$ cat src/hdl/uqe_pkg.sv
// Shared types, codes and character constants for the URL query encoder.
// No dependencies; every other file of the block imports this package.
package uqe_pkg;

	// Width of the capacity register and of the output character counter.
	localparam int unsigned CAP_W = 13;

	// Largest buffer capacity honored; larger register values act as this.
	localparam logic [CAP_W-1:0] CAPACITY_MAX = 13'd4096;

	// Reset value of the capacity register.
	localparam logic [CAP_W-1:0] CAPACITY_RESET = 13'd256;

	// Input item kinds.
	localparam logic KIND_TEXT = 1'b0;
	localparam logic KIND_END  = 1'b1;

	// Character constants.
	localparam logic [7:0] CH_PLUS        = 8'h2B;
	localparam logic [7:0] CH_PERCENT     = 8'h25;
	localparam logic [7:0] CH_SPACE       = 8'h20;
	localparam logic [7:0] CH_NUL         = 8'h00;
	localparam logic [7:0] UTF8_LEAD      = 8'hC0;
	localparam logic [7:0] UTF8_CONT      = 8'h80;
	localparam logic [7:0] UTF8_CONT_MASK = 8'h3F;

	// Result status codes.
	typedef enum logic [1:0] {
		ST_CHAR     = 2'd0,
		ST_OK       = 2'd1,
		ST_OVERFLOW = 2'd2,
		ST_EMPTY    = 2'd3
	} status_t;

	// Work handed from the front part to the back part.
	typedef enum logic [1:0] {
		JOB_SINGLE  = 2'd0,   // one literal character in data
		JOB_TRIPLET = 2'd1,   // one %XX triplet of data
		JOB_UTF8    = 2'd2,   // two %XX triplets for a Latin-1 byte in data
		JOB_STATUS  = 2'd3    // end-of-text status code in data[1:0]
	} job_kind_t;

	typedef struct packed {
		job_kind_t  kind;
		logic [7:0] data;
	} job_t;

	// Uppercase hex digit for one nibble.
	function automatic logic [7:0] hex_char(input logic [3:0] nib);
		logic [7:0] ch;
		if (nib < 4'd10) begin
			ch = 8'h30 + {4'd0, nib};
		end else begin
			ch = 8'h37 + {4'd0, nib};
		end
		return ch;
	endfunction

endpackage

$ cat src/hdl/uqe_front.sv
// Front part of the URL query encoder: accepts items, classifies bytes and
// keeps the character count, overflow flag and capacity register. Uses uqe_pkg.
module uqe_front import uqe_pkg::*; (
	input  logic             clk,
	input  logic             arst_n,
	input  logic             cap_wr_en,
	input  logic [CAP_W-1:0] cap_wr_data,
	input  logic             in_valid,
	output logic             in_ready,
	input  logic             in_kind,
	input  logic [7:0]       in_byte,
	input  logic             queue_full,
	output logic             push,
	output job_t             push_job
);

	logic [CAP_W-1:0] capacity_q;
	logic [CAP_W-1:0] count_q;
	logic             overflow_q;

	logic [CAP_W-1:0] cap_eff;
	logic [2:0]       need_len;
	logic [CAP_W:0]   sum;
	logic             fits;
	logic             accept;
	job_t             char_job;
	status_t          end_status;

	// Bytes that pass through unchanged.
	function automatic logic passes_through(input logic [7:0] b);
		return (b >= 8'h41 && b <= 8'h5A) || (b >= 8'h61 && b <= 8'h7A) ||
		       (b >= 8'h30 && b <= 8'h39) || b == 8'h2D || b == 8'h5F ||
		       b == 8'h2E || b == 8'h7E;
	endfunction

	// Classify the byte and size its encoding.
	always_comb begin
		if (passes_through(in_byte)) begin
			char_job = '{kind: JOB_SINGLE, data: in_byte};
			need_len = 3'd1;
		end else if (in_byte == CH_SPACE) begin
			char_job = '{kind: JOB_SINGLE, data: CH_PLUS};
			need_len = 3'd1;
		end else if (in_byte[7]) begin
			char_job = '{kind: JOB_UTF8, data: in_byte};
			need_len = 3'd6;
		end else begin
			char_job = '{kind: JOB_TRIPLET, data: in_byte};
			need_len = 3'd3;
		end
	end

	// Fit check: the encoding plus the terminator must fit the buffer.
	assign cap_eff = (capacity_q > CAPACITY_MAX) ? CAPACITY_MAX : capacity_q;
	assign sum     = {1'b0, count_q} + {{(CAP_W-2){1'b0}}, need_len};
	assign fits    = sum < {1'b0, cap_eff};

	// End-of-text outcome.
	always_comb begin
		if (overflow_q) begin
			end_status = ST_OVERFLOW;
		end else if (count_q == '0) begin
			end_status = ST_EMPTY;
		end else begin
			end_status = ST_OK;
		end
	end

	// A transaction is taken whenever the queue has room.
	assign in_ready = !queue_full;
	assign accept   = in_valid && in_ready;
	assign push     = accept && (in_kind == KIND_END || (!overflow_q && fits));
	assign push_job = (in_kind == KIND_END) ?
	                  job_t'{kind: JOB_STATUS, data: {6'd0, end_status}} : char_job;

	// Capacity register.
	always_ff @(posedge clk or negedge arst_n) begin
		if (!arst_n) begin
			capacity_q <= CAPACITY_RESET;
		end else if (cap_wr_en) begin
			capacity_q <= cap_wr_data;
		end
	end

	// Character count and sticky overflow flag.
	always_ff @(posedge clk or negedge arst_n) begin
		if (!arst_n) begin
			count_q    <= '0;
			overflow_q <= 1'b0;
		end else if (accept) begin
			if (in_kind == KIND_END) begin
				count_q    <= '0;
				overflow_q <= 1'b0;
			end else if (!overflow_q) begin
				if (fits) begin
					count_q <= sum[CAP_W-1:0];
				end else begin
					overflow_q <= 1'b1;
				end
			end
		end
	end

	// End of text leaves a clean state for the next text.
	a_end_clears: assert property (@(posedge clk) disable iff (!arst_n)
		(accept && in_kind == KIND_END) |=> (count_q == '0 && !overflow_q))
		else $error("state not cleared after end of text");

	// Nothing but a status job is queued once overflow has been seen.
	a_no_chars_after_overflow: assert property (@(posedge clk) disable iff (!arst_n)
		(overflow_q && push) |-> (push_job.kind == JOB_STATUS))
		else $error("character job queued after overflow");

endmodule

$ cat src/hdl/uqe_fifo.sv
// Short job queue between the front and back parts of the URL query encoder.
// Register storage with a combinational head read. Uses uqe_pkg for job_t.
module uqe_fifo import uqe_pkg::*; #(
	parameter int unsigned DEPTH = 4
) (
	input  logic clk,
	input  logic arst_n,
	input  logic push,
	input  job_t push_job,
	output logic full,
	input  logic pop,
	output logic head_valid,
	output job_t head_job
);

	localparam int unsigned AW = (DEPTH > 1) ? $clog2(DEPTH) : 1;

	job_t            slot_q [DEPTH];
	logic [AW-1:0]   wr_ptr_q;
	logic [AW-1:0]   rd_ptr_q;
	logic [AW:0]     count_q;

	assign full       = (count_q == (AW+1)'(DEPTH));
	assign head_valid = (count_q != '0);
	assign head_job   = slot_q[rd_ptr_q];

	// Storage write.
	always_ff @(posedge clk) begin
		if (push) begin
			slot_q[wr_ptr_q] <= push_job;
		end
	end

	// Pointers and fill count; DEPTH is a power of two so pointers wrap.
	always_ff @(posedge clk or negedge arst_n) begin
		if (!arst_n) begin
			wr_ptr_q <= '0;
			rd_ptr_q <= '0;
			count_q  <= '0;
		end else begin
			if (push) begin
				wr_ptr_q <= wr_ptr_q + 1'b1;
			end
			if (pop) begin
				rd_ptr_q <= rd_ptr_q + 1'b1;
			end
			if (push && !pop) begin
				count_q <= count_q + 1'b1;
			end else if (pop && !push) begin
				count_q <= count_q - 1'b1;
			end
		end
	end

	a_no_overrun: assert property (@(posedge clk) disable iff (!arst_n)
		!(push && full && !pop))
		else $error("job queue overrun");

	a_no_underrun: assert property (@(posedge clk) disable iff (!arst_n)
		pop |-> head_valid)
		else $error("job queue underrun");

endmodule

$ cat src/hdl/uqe_back.sv
// Back part of the URL query encoder: expands queued jobs into output characters, one per
// cycle while jobs are queued and the output is not stalled, through an output register. Uses uqe_pkg.
module uqe_back import uqe_pkg::*; (
	input  logic       clk,
	input  logic       arst_n,
	input  logic       head_valid,
	input  job_t       head_job,
	output logic       pop,
	output logic       out_valid,
	input  logic       out_ready,
	output logic [7:0] out_char,
	output status_t    out_status,
	output logic       out_last
);

	logic [2:0] step_q;
	logic       valid_s1;
	logic [7:0] char_s1;
	status_t    status_s1;
	logic       last_s1;

	logic [2:0] last_step;
	logic       second_half;
	logic [1:0] pos;
	logic [7:0] value;
	logic [7:0] char_d;
	logic       load;

	// Position inside the job's character sequence.
	always_comb begin
		case (head_job.kind)
			JOB_TRIPLET: last_step = 3'd2;
			JOB_UTF8:    last_step = 3'd5;
			default:     last_step = 3'd0;
		endcase
	end

	assign second_half = (step_q >= 3'd3);
	assign pos         = second_half ? 2'(step_q - 3'd3) : step_q[1:0];

	// Byte being escaped: for a UTF-8 job the lead byte, then the continuation byte; else the job's data byte.
	always_comb begin
		if (head_job.kind == JOB_UTF8) begin
			value = second_half ? (UTF8_CONT | (head_job.data & UTF8_CONT_MASK))
			                    : (UTF8_LEAD | {6'd0, head_job.data[7:6]});
		end else begin
			value = head_job.data;
		end
	end

	// Character for the current step.
	always_comb begin
		case (head_job.kind)
			JOB_SINGLE: char_d = head_job.data;
			JOB_STATUS: char_d = CH_NUL;
			default: begin
				case (pos)
					2'd0:    char_d = CH_PERCENT;
					2'd1:    char_d = hex_char(value[7:4]);
					default: char_d = hex_char(value[3:0]);
				endcase
			end
		endcase
	end

	// Load the output register when it is empty or being drained.
	assign load = head_valid && (!valid_s1 || out_ready);
	assign pop  = load && (step_q == last_step);

	always_ff @(posedge clk or negedge arst_n) begin
		if (!arst_n) begin
			valid_s1 <= 1'b0;
			step_q   <= '0;
		end else begin
			if (load) begin
				valid_s1 <= 1'b1;
				step_q   <= pop ? 3'd0 : step_q + 3'd1;
			end else if (out_ready) begin
				valid_s1 <= 1'b0;
			end
		end
	end

	// Output payload.
	always_ff @(posedge clk) begin
		if (load) begin
			char_s1   <= char_d;
			status_s1 <= (head_job.kind == JOB_STATUS) ? status_t'(head_job.data[1:0])
			                                           : ST_CHAR;
			last_s1   <= (step_q == last_step);
		end
	end

	assign out_valid  = valid_s1;
	assign out_char   = char_s1;
	assign out_status = status_s1;
	assign out_last   = last_s1;

	// A status result always closes its run and carries no character.
	a_status_is_last: assert property (@(posedge clk) disable iff (!arst_n)
		(valid_s1 && status_s1 != ST_CHAR) |-> (last_s1 && char_s1 == CH_NUL))
		else $error("status result malformed");

	// The step counter never runs past the job at the head of the queue.
	a_step_in_range: assert property (@(posedge clk) disable iff (!arst_n)
		head_valid |-> (step_q <= last_step))
		else $error("step counter beyond job length");

endmodule

$ cat src/hdl/url_query_percent_encoder_top.sv
// After an input transaction is accepted, its job is written into the job queue and then
// loaded into the back part's output register. Results leave at one per cycle while jobs
// are queued and m_tready is high; a byte gives one character (letter, digit, mark or
// space), one %XX triplet (ASCII) or two (Latin-1); end of text gives one status result.
// Reset clears the count, overflow flag, job queue and output register and
// sets the capacity to 256.
// Top level of the URL query encoder: front, job queue and back part.
// Depends on uqe_pkg, uqe_front, uqe_fifo and uqe_back.
module url_query_percent_encoder_top import uqe_pkg::*; #(
	parameter int unsigned FIFO_DEPTH = 4   // power of two, 2 or more
) (
	input  logic             clk,
	input  logic             arst_n,
	input  logic             cfg_wr_en,
	input  logic [CAP_W-1:0] cfg_wr_data,   // buffer_capacity
	input  logic             s_tvalid,
	output logic             s_tready,
	input  logic [7:0]       s_tdata,       // [7:0] char_byte
	input  logic             s_tuser,       // [0] kind
	output logic             m_tvalid,
	input  logic             m_tready,
	output logic [7:0]       m_tdata,       // [7:0] out_char
	output logic [1:0]       m_tuser,       // [1:0] status
	output logic             m_tlast        // last_of_run
);

	logic    push;
	job_t    push_job;
	logic    queue_full;
	logic    pop;
	logic    head_valid;
	job_t    head_job;
	status_t out_status;

	// Front part: classification, fit check and text state.
	uqe_front u_front (
		.clk         (clk),
		.arst_n      (arst_n),
		.cap_wr_en   (cfg_wr_en),
		.cap_wr_data (cfg_wr_data),
		.in_valid    (s_tvalid),
		.in_ready    (s_tready),
		.in_kind     (s_tuser),
		.in_byte     (s_tdata),
		.queue_full  (queue_full),
		.push        (push),
		.push_job    (push_job)
	);

	// Job queue decoupling the two parts.
	uqe_fifo #(
		.DEPTH (FIFO_DEPTH)
	) u_fifo (
		.clk        (clk),
		.arst_n     (arst_n),
		.push       (push),
		.push_job   (push_job),
		.full       (queue_full),
		.pop        (pop),
		.head_valid (head_valid),
		.head_job   (head_job)
	);

	// Back part: character expansion and output register.
	uqe_back u_back (
		.clk        (clk),
		.arst_n     (arst_n),
		.head_valid (head_valid),
		.head_job   (head_job),
		.pop        (pop),
		.out_valid  (m_tvalid),
		.out_ready  (m_tready),
		.out_char   (m_tdata),
		.out_status (out_status),
		.out_last   (m_tlast)
	);

	assign m_tuser = out_status;

endmodule

$ cat config.mk
export PLATFORM = sky130hd
export DESIGN_NAME = url_query_percent_encoder_top
export DESIGN_NICKNAME = d
export VERILOG_FILES = /design/src/hdl/uqe_pkg.sv /design/src/hdl/uqe_front.sv /design/src/hdl/uqe_fifo.sv /design/src/hdl/uqe_back.sv /design/src/hdl/url_query_percent_encoder_top.sv
export SDC_FILE = /design/constraint.sdc
export NUM_CORES = 1
export LEC_CHECK = 0
export ABC_AREA = 1
export BUFFER_PORTS_ARGS = -buffer_cell sky130_fd_sc_hd__buf_4
export CORE_UTILIZATION = 55
export DETAILED_ROUTE_END_ITERATION = 7
export HOLD_SLACK_MARGIN = 0.08
export PLACE_DENSITY = 0.77
export SYNTH_ARGS = -nofsm -noshare
export SYNTH_HDL_FRONTEND = slang
export SYNTH_SLANG_ARGS = --single-unit
$ cat constraint.sdc
create_clock -name clk -period 3.8 [get_ports clk]
set_input_delay 0.57 -clock clk [delete_from_list [all_inputs] [get_ports clk]]
set_output_delay 0.57 -clock clk [all_outputs]
set_load 0.01 [all_outputs]
== Word-level counts from Yosys, hierarchy flattened ==
Memory sizes are Yosys's and may differ from the RTL's.
Cells that the tools add are included.
Word-level totals
  bits in registers: 49
  RAM bits: 40
  input bits: 27
  word-level logic and storage cells: 108
  memories kept: 1
Operators by class
  $add $sub $neg: 11
  $lt $le $gt $ge: 11
  eq/ne operators: 12
  multiplexer cells: 31
  reductions and logical operators: 31
Memories
  u_fifo.slot_q: words 4, width 10, read ports 1, clocked after memory_dff 0, wr ports 1, line uqe_fifo.sv:18  | job_t slot_q [DEPTH];
Operator list (number)
  13-bit two-way mux: 4
  10-bit two-way mux: 4
  8-bit one-hot mux with 2 select lines: 2
  6-bit by 4-bit adder with 7-bit output (first input constant): 4
  8-bit by 6-bit equality test with 1-bit output (second input constant): 3
  8-bit two-way mux: 3
  3-bit two-way mux: 6
  8-bit by 7-bit equality test with 1-bit output (second input constant): 2
  8-bit by 7-bit greater-or-equal comparator with 1-bit output (second input constant): 2
  8-bit by 7-bit <= comparator with 1-bit output (second input constant): 2
  13-bit by 3-bit adder with 14-bit output: 1
  14-bit by 13-bit less-than comparator with 1-bit output: 1
  13-bit > comparator (second input constant): 1
  13-bit zero test: 1
  1-bit logical AND: 10
  8-bit by 6-bit greater-or-equal comparator with 1-bit output (second input constant): 1
  8-bit by 6-bit <= comparator with 1-bit output (second input constant): 1
  1-bit logical OR: 8
  4-bit less-than comparator (second input constant): 2
  1-bit two-way mux: 7
  7-bit two-way mux: 1
  3-bit by 1-bit adder with 3-bit output (second input constant): 2
  2-bit two-way mux: 3
  3-bit one-hot mux with 2 select lines: 1
  other kinds (14): 24

== Logic depth before layout (Yosys ltp) ==
  depth in word-level cells: 18
  gate-level depth with buffers: 33
  mapped depth without buffers: 32

== Hierarchy ==
A second synthesis with hierarchy kept.
Unflattened totals
  cell total of the unflattened synthesis: 628
  area, all modules: 5361.4 um^2
By module, submodules not included
  uqe_front: instances 1, cells each 304, area an instance 2149.6 um^2, seq. area each 676.9 um^2
  uqe_fifo: instances 1, cells each 166, area an instance 2025.7 um^2, seq. area each 1376.3 um^2
  uqe_back: instances 1, cells each 158, area an instance 1186.1 um^2, seq. area each 430.4 um^2

== Least setup slack after synthesis ==
OpenSTA, ideal clock, no wires.
  path kind: input -> register
  from: input port s_tdata[0]
  to: register u_fifo.count_q[2]
  setup time: 0.124 ns
  data arrival time: 4.213 ns
  data required time: 3.676 ns
  path slack: -0.537 ns
  stages on the path: 29
  path buffers: 1
  cell sequence: inv_1 nand2_1 nor2_1 o2111ai_1 nand2_1 nand2_1 nor2_1 inv_1 fa_1 o21ai_1 nand3_1 inv_2 nand3_1 xor2_1 ha_1 inv_1 o211ai_2 nor2_2 nand2_1 nand2_2 nand2_2 buf_6 inv_2 ha_1 inv_1 fa_1 a21oi_1 o21ai_0 xnor2_1
Between the ends
  longest elaborated chain between the ends: 17
  elaborated cells between the ends (all ways): 32
RTL lines
  start, declared: line url_query_percent_encoder_top.sv:18  | input logic [7:0] s_tdata,
  8-bit by 7-bit greater-or-equal comparator with 1-bit output or 8-bit by 7-bit <= comparator with 1-bit output (tied branches): line uqe_front.sv:31  | return (b >= 8'h41 && b <= 8'h5A) || (b >= 8'h61 && b <= 8'h7A) ||
  1-bit logical AND: line uqe_front.sv:31
  1-bit logical OR (2 in a row): line uqe_front.sv:31
  1-bit logical OR (3 in a row): line uqe_front.sv:32  | (b >= 8'h30 && b <= 8'h39) || b == 8'h2D || b == 8'h5F ||
  1-bit logical OR: line uqe_front.sv:33  | b == 8'h2E || b == 8'h7E;
  3-bit two-way mux (*): line uqe_front.sv:38  | if (passes_through(in_byte)) begin
  13-bit by 3-bit adder with 14-bit output (*): line uqe_front.sv:55  | assign sum = {1'b0, count_q} + {{(CAP_W-2){1'b0}}, need_len};
  14-bit by 13-bit less-than comparator with 1-bit output (*): line uqe_front.sv:56  | assign fits = sum < {1'b0, cap_eff};
  1-bit logical AND (*): line uqe_front.sv:72  | assign push = accept && (in_kind == KIND_END || (!overflow_q && fits));
  1-bit logical OR (*): line uqe_front.sv:72
  1-bit logical AND (*): line uqe_front.sv:72
  named net push: line url_query_percent_encoder_top.sv:27  | logic push;
  1-bit zero test: line uqe_fifo.sv:49  | end else if (pop && !push) begin
  1-bit logical AND: line uqe_fifo.sv:49
  2-bit nonzero test (no line)
  end signal, assigned: line uqe_fifo.sv:48  | count_q <= count_q + 1'b1;
  end signal, assigned: line uqe_fifo.sv:50  | count_q <= count_q - 1'b1;
  end, declared: line uqe_fifo.sv:21  | logic [AW:0] count_q;
The timed path passes the listed nets; every way through them passes the cells marked *.
A chain may end at the register's enable or synchronous reset.

== Worst setup path after layout ==
Same ends and word-level chain as after synthesis.

==> results.rst <==
.. list-table::
   :header-rows: 1

   * - Metric
     - Value
   * - Status
     - finished with violations
   * - Violations in the final reports
     - negative setup slack
   * - IR drop worst, VDD
     - 0.440 mV
   * - Met3 usage in global routing
     - 4.18%
   * - Number of placed I/O pins
     - 40
   * - # setup viols final
     - 12
   * - Worst slew margin
     - 50.6%
   * - Chip width
     - 98.7 um
   * - Routed wire length
     - 13.1 mm
   * - Slowest cell on the critical path
     - fa_2
   * - Number of max-slew violations in the final report
     - 0
   * - Final worst-path cycle share
     - 107%
   * - WP data arrival
     - 4.35 ns
   * - Number of logic stages on the critical path including buffering
     - 30
   * - Layout-stage area growth over the synthesis result
     - 31.2%
   * - Vias in the first global route
     - 4355
   * - Max clock buf depth
     - 2
   * - Post-synthesis area per instance
     - 8.56 um2
   * - Register-to-Register Path Depth
     - 23
   * - Count of maximum capacitance violations
     - 0
   * - Number of distinct library cell variants in the gate-level netlist after synthesis
     - 39
   * - Clock-pin slew reported for the worst setup and hold paths after clock tree synthesis
     - 0.10 ns
   * - Met1 track demand over resource
     - 34.2%
   * - Min-delay worst type
     - primary input to asynchronous set/reset pin
   * - Clk_skew
     - 0.0145 ns
   * - Placed cell count
     - 777
   * - Placeable core area
     - 0.00889 mm2
   * - Total number of vias
     - 4592
   * - Minimum clock period
     - 4.08 ns
   * - Global routing usage on met2
     - 44.6%
   * - Number of routed nets with antenna violations
     - 0
   * - EDFF count, synth
     - 51
   * - Detailed-route vias per instance
     - 5.62
   * - Clock latency at the later pin of the worst-skew pair
     - 0.37 ns
   * - N_diodes
     - 0
   * - Kind of cell adding the most delay to the critical path
     - simple AND/OR/NAND/NOR gates
   * - Most congested layer reported by global routing
     - met2
   * - Number of synthesis warnings
     - 0
   * - Asr flop ratio synth
     - 42.7%
   * - Critical path required time
     - 4.07 ns
   * - # rows
     - 34
   * - Drt drc
     - 0
   * - CTS tree
     - built
   * - Leakage power total
     - 3.20 nW
   * - Gr ovfl total
     - 0
   * - Top cell type by total area after synthesis
     - edfxtp_1
   * - Number of clock sinks seen by CTS
     - 89
   * - Net count reported at finish
     - 762
   * - Hold slack
     - 0.156 ns
   * - Initial standard-cell utilization of the core
     - 57.9%
   * - Most instantiated cells after synthesis
     - 178 x nand2_1, 76 x inv_1, 51 x edfxtp_1
   * - Sort of element at the end of the critical path
     - register
   * - FF+latch count, synth
     - 89
   * - Startpoint-to-endpoint class of the critical path
     - primary input to register
   * - Iter 0 DRT Violations
     - 382
   * - Netlist Area Pre-Place
     - 0.00514 mm2
   * - Number of buffers added on ports
     - 39
   * - Placement Setup Slack
     - -0.537 ns
   * - Global-route wire length before repair
     - 20.0 mm
   * - Yosys top cell area share
     - 29.8%
   * - Layout Cells excl Fill
     - 817
   * - RSZ-0062 raised after global routing
     - true
   * - Post-Layout Inst Area
     - 0.00675 mm2
   * - Share of the yosys chip area belonging to registers
     - 48.3%
   * - Die span in y
     - 98.7 um
   * - Worst Path Max Fanout
     - 4
   * - Iteration count of the initial detailed-routing pass
     - 4
   * - Cell types with the largest area share after synthesis
     - edfxtp_1 30%, dfrtp_1 18%, nand2_1 13%, ha_1 7.1%, inv_1 5.5%
   * - Largest net degree at the start of global routing
     - 39
   * - Crit path launch type
     - primary input
   * - Most frequently used cell type in the post-synthesis netlist
     - nand2_1
   * - Clock tree root buffer cell
     - clkbuf_8
   * - Buffers plus inverters on the worst setup path
     - 8
   * - TritonCTS Buffers
     - 9
   * - Weighted congestion at the end of routability-driven global placement
     - 0.928
   * - Highest clock frequency the design can meet
     - 245 MHz
   * - Number of H-tree levels
     - 3
   * - Share of layout cells above drive strength 1
     - 29.6%
   * - Pwr Density
     - 729 mW/mm2
   * - Antenna violations before repair
     - 0
   * - Instance area at placement
     - 0.00599 mm2
   * - Top flip-flop cell by instance count after synthesis
     - edfxtp_1
   * - Final hold viol count
     - 0
   * - Largest stage delay on the critical path
     - 0.34 ns
   * - HPWL reported at the end of detailed placement
     - 8.25 mm
   * - Crit path setup slack, layout
     - -0.283 ns
   * - Number of instances in the synthesized netlist
     - 601
   * - Mapped Nets
     - 659
   * - Crit path top cell by count
     - nand2_1
   * - Global Route Usage Sum
     - 26.3%
   * - Slew at the pin with the worst max-slew slack
     - 0.741 ns
   * - WL per Instance
     - 16.1 um
   * - Area of the die
     - 0.00975 mm2
[metrics by stage]
stage | TNS, ns | utilization [%] | total power, mW
finish | -0.853 | 75.9 | 4.92
global placement | -10.98 | 67.4 | 3.85
floorplan | -0.378 | - | 3.19
CTS | -0.0373 | 72.3 | 4.75
global route | -6.95 | 75.9 | 5.30
detailed placement | -14.11 | 67.4 | 3.96
[worst register-to-register path, stage by stage, from the launching register on]
cell and delay, ns:
dfrtp_1 0.41, inv_1 0.09, nand2_1 0.07, nor4_1 0.44, nand4_1 0.15, nand2_1 0.34, nand2_1 0.11, ha_1 0.34
nand2_1 0.07, inv_1 0.05, nor2_2 0.10, o21a_1 0.20, nor2_4 0.04, nor2_2 0.10, nand2_1 0.09, nand2_2 0.12
nand2_4 0.08, inv_4 0.09, ha_4 0.13, inv_4 0.03, fa_2 0.34, a21oi_2 0.13, o21ai_1 0.08, xnor2_1 0.12
[state kept, by name, summed over array words and instances (netlist names)]
name                flops
u_back.out_char         8
u_back.out_valid        1
u_front.count_q        13
u_fifo.wr_ptr_q         2
u_front.overflow_q      1
u_back.step_q           3
u_back.out_status       2
u_back.out_last         1
u_fifo.slot_q          40
u_front.capacity_q     13
u_fifo.count_q          3
u_fifo.rd_ptr_q         2
[per-layer routing]
| layer | share of wire, % | vias up |
|---|---|---|
| li1 | - | 2178 |
| met1 | 42 | 2220 |
| met2 | 51 | 172 |
| met3 | 5.0 | 22 |
| met4 | 1.7 | 0 |
| met5 | 0 | - |
[cell type report]
class                      count  area (um2)
clock inverter                 7         103
timing repair buffer         108         953
inverter                      82         350
sequential                    89        2480
clock buffer                   9         124
fill                         565        2140
multi-input combinational    414        2600
tap                          108         135
[what timing repair did]
action | 4_1_cts | 5_1_grt
gates cloned | 0 | 1
setup endpoints to repair | 2 | 58
hold buffers | 0 | 0
gates resized for setup | 28 | 40
buffers inserted | 9 | 15
pin swaps | 20 | 18
[worst paths after layout]
kind	start	to	slack, ns
min in group clk	m_tready	u_back.out_valid	0.39
setup reg to reg	u_front.capacity_q[11]	u_fifo.count_q[2]	-0.04
hold reg to reg	u_front.count_q[12]	u_front.count_q[12]	0.53
setup / recovery	s_tdata[0]	u_fifo.count_q[2]	-0.28
hold / removal	arst_n	u_fifo.count_q[1]	0.16
max in group asynchronous	arst_n	u_front.capacity_q[7]	3.28
[logic make-up (layout without fill, tap and decap cells)]
group,after synthesis,in the layout,synth area share (%)
multiplexers,4,4,0.875
buffers and inverters,98,206,7.95
adder cells (fa/ha/maj),31,31,7.83
XOR/XNOR,15,15,2.55
flip-flops,89,89,48.3
AO/OA/AOI/OAI,56,56,6.27
AND/OR/NAND/NOR,308,308,26.2
[where the power goes]
group	leakage [nW]	internal [mW]	switching, mW	total, mW
Combinational	2.14	1.07	1.60	2.66
Sequential	0.956	1.33	0.169	1.50
Clock	0.110	0.377	0.377	0.754
[placed cells by master (no fill, tap or decap), drive strengths merged, types with 3 or more instances in the layout]
| cell type | count |
|---|---|
| nand2 | 185 |
| a21oi | 15 |
| ha | 29 |
| nand3 | 44 |
| dfrtp | 37 |
| mux2 | 4 |
| nand4 | 20 |
| inv | 83 |
| edfxtp | 51 |
| o21ai | 27 |
| xor2 | 6 |
| o22ai | 3 |
| buf | 106 |
| nor4 | 5 |
| nor2 | 49 |
| clkbuf | 11 |
| a32oi | 4 |
| clkinv | 3 |
| xnor2 | 9 |
Power figures use the tool's default switching activity.
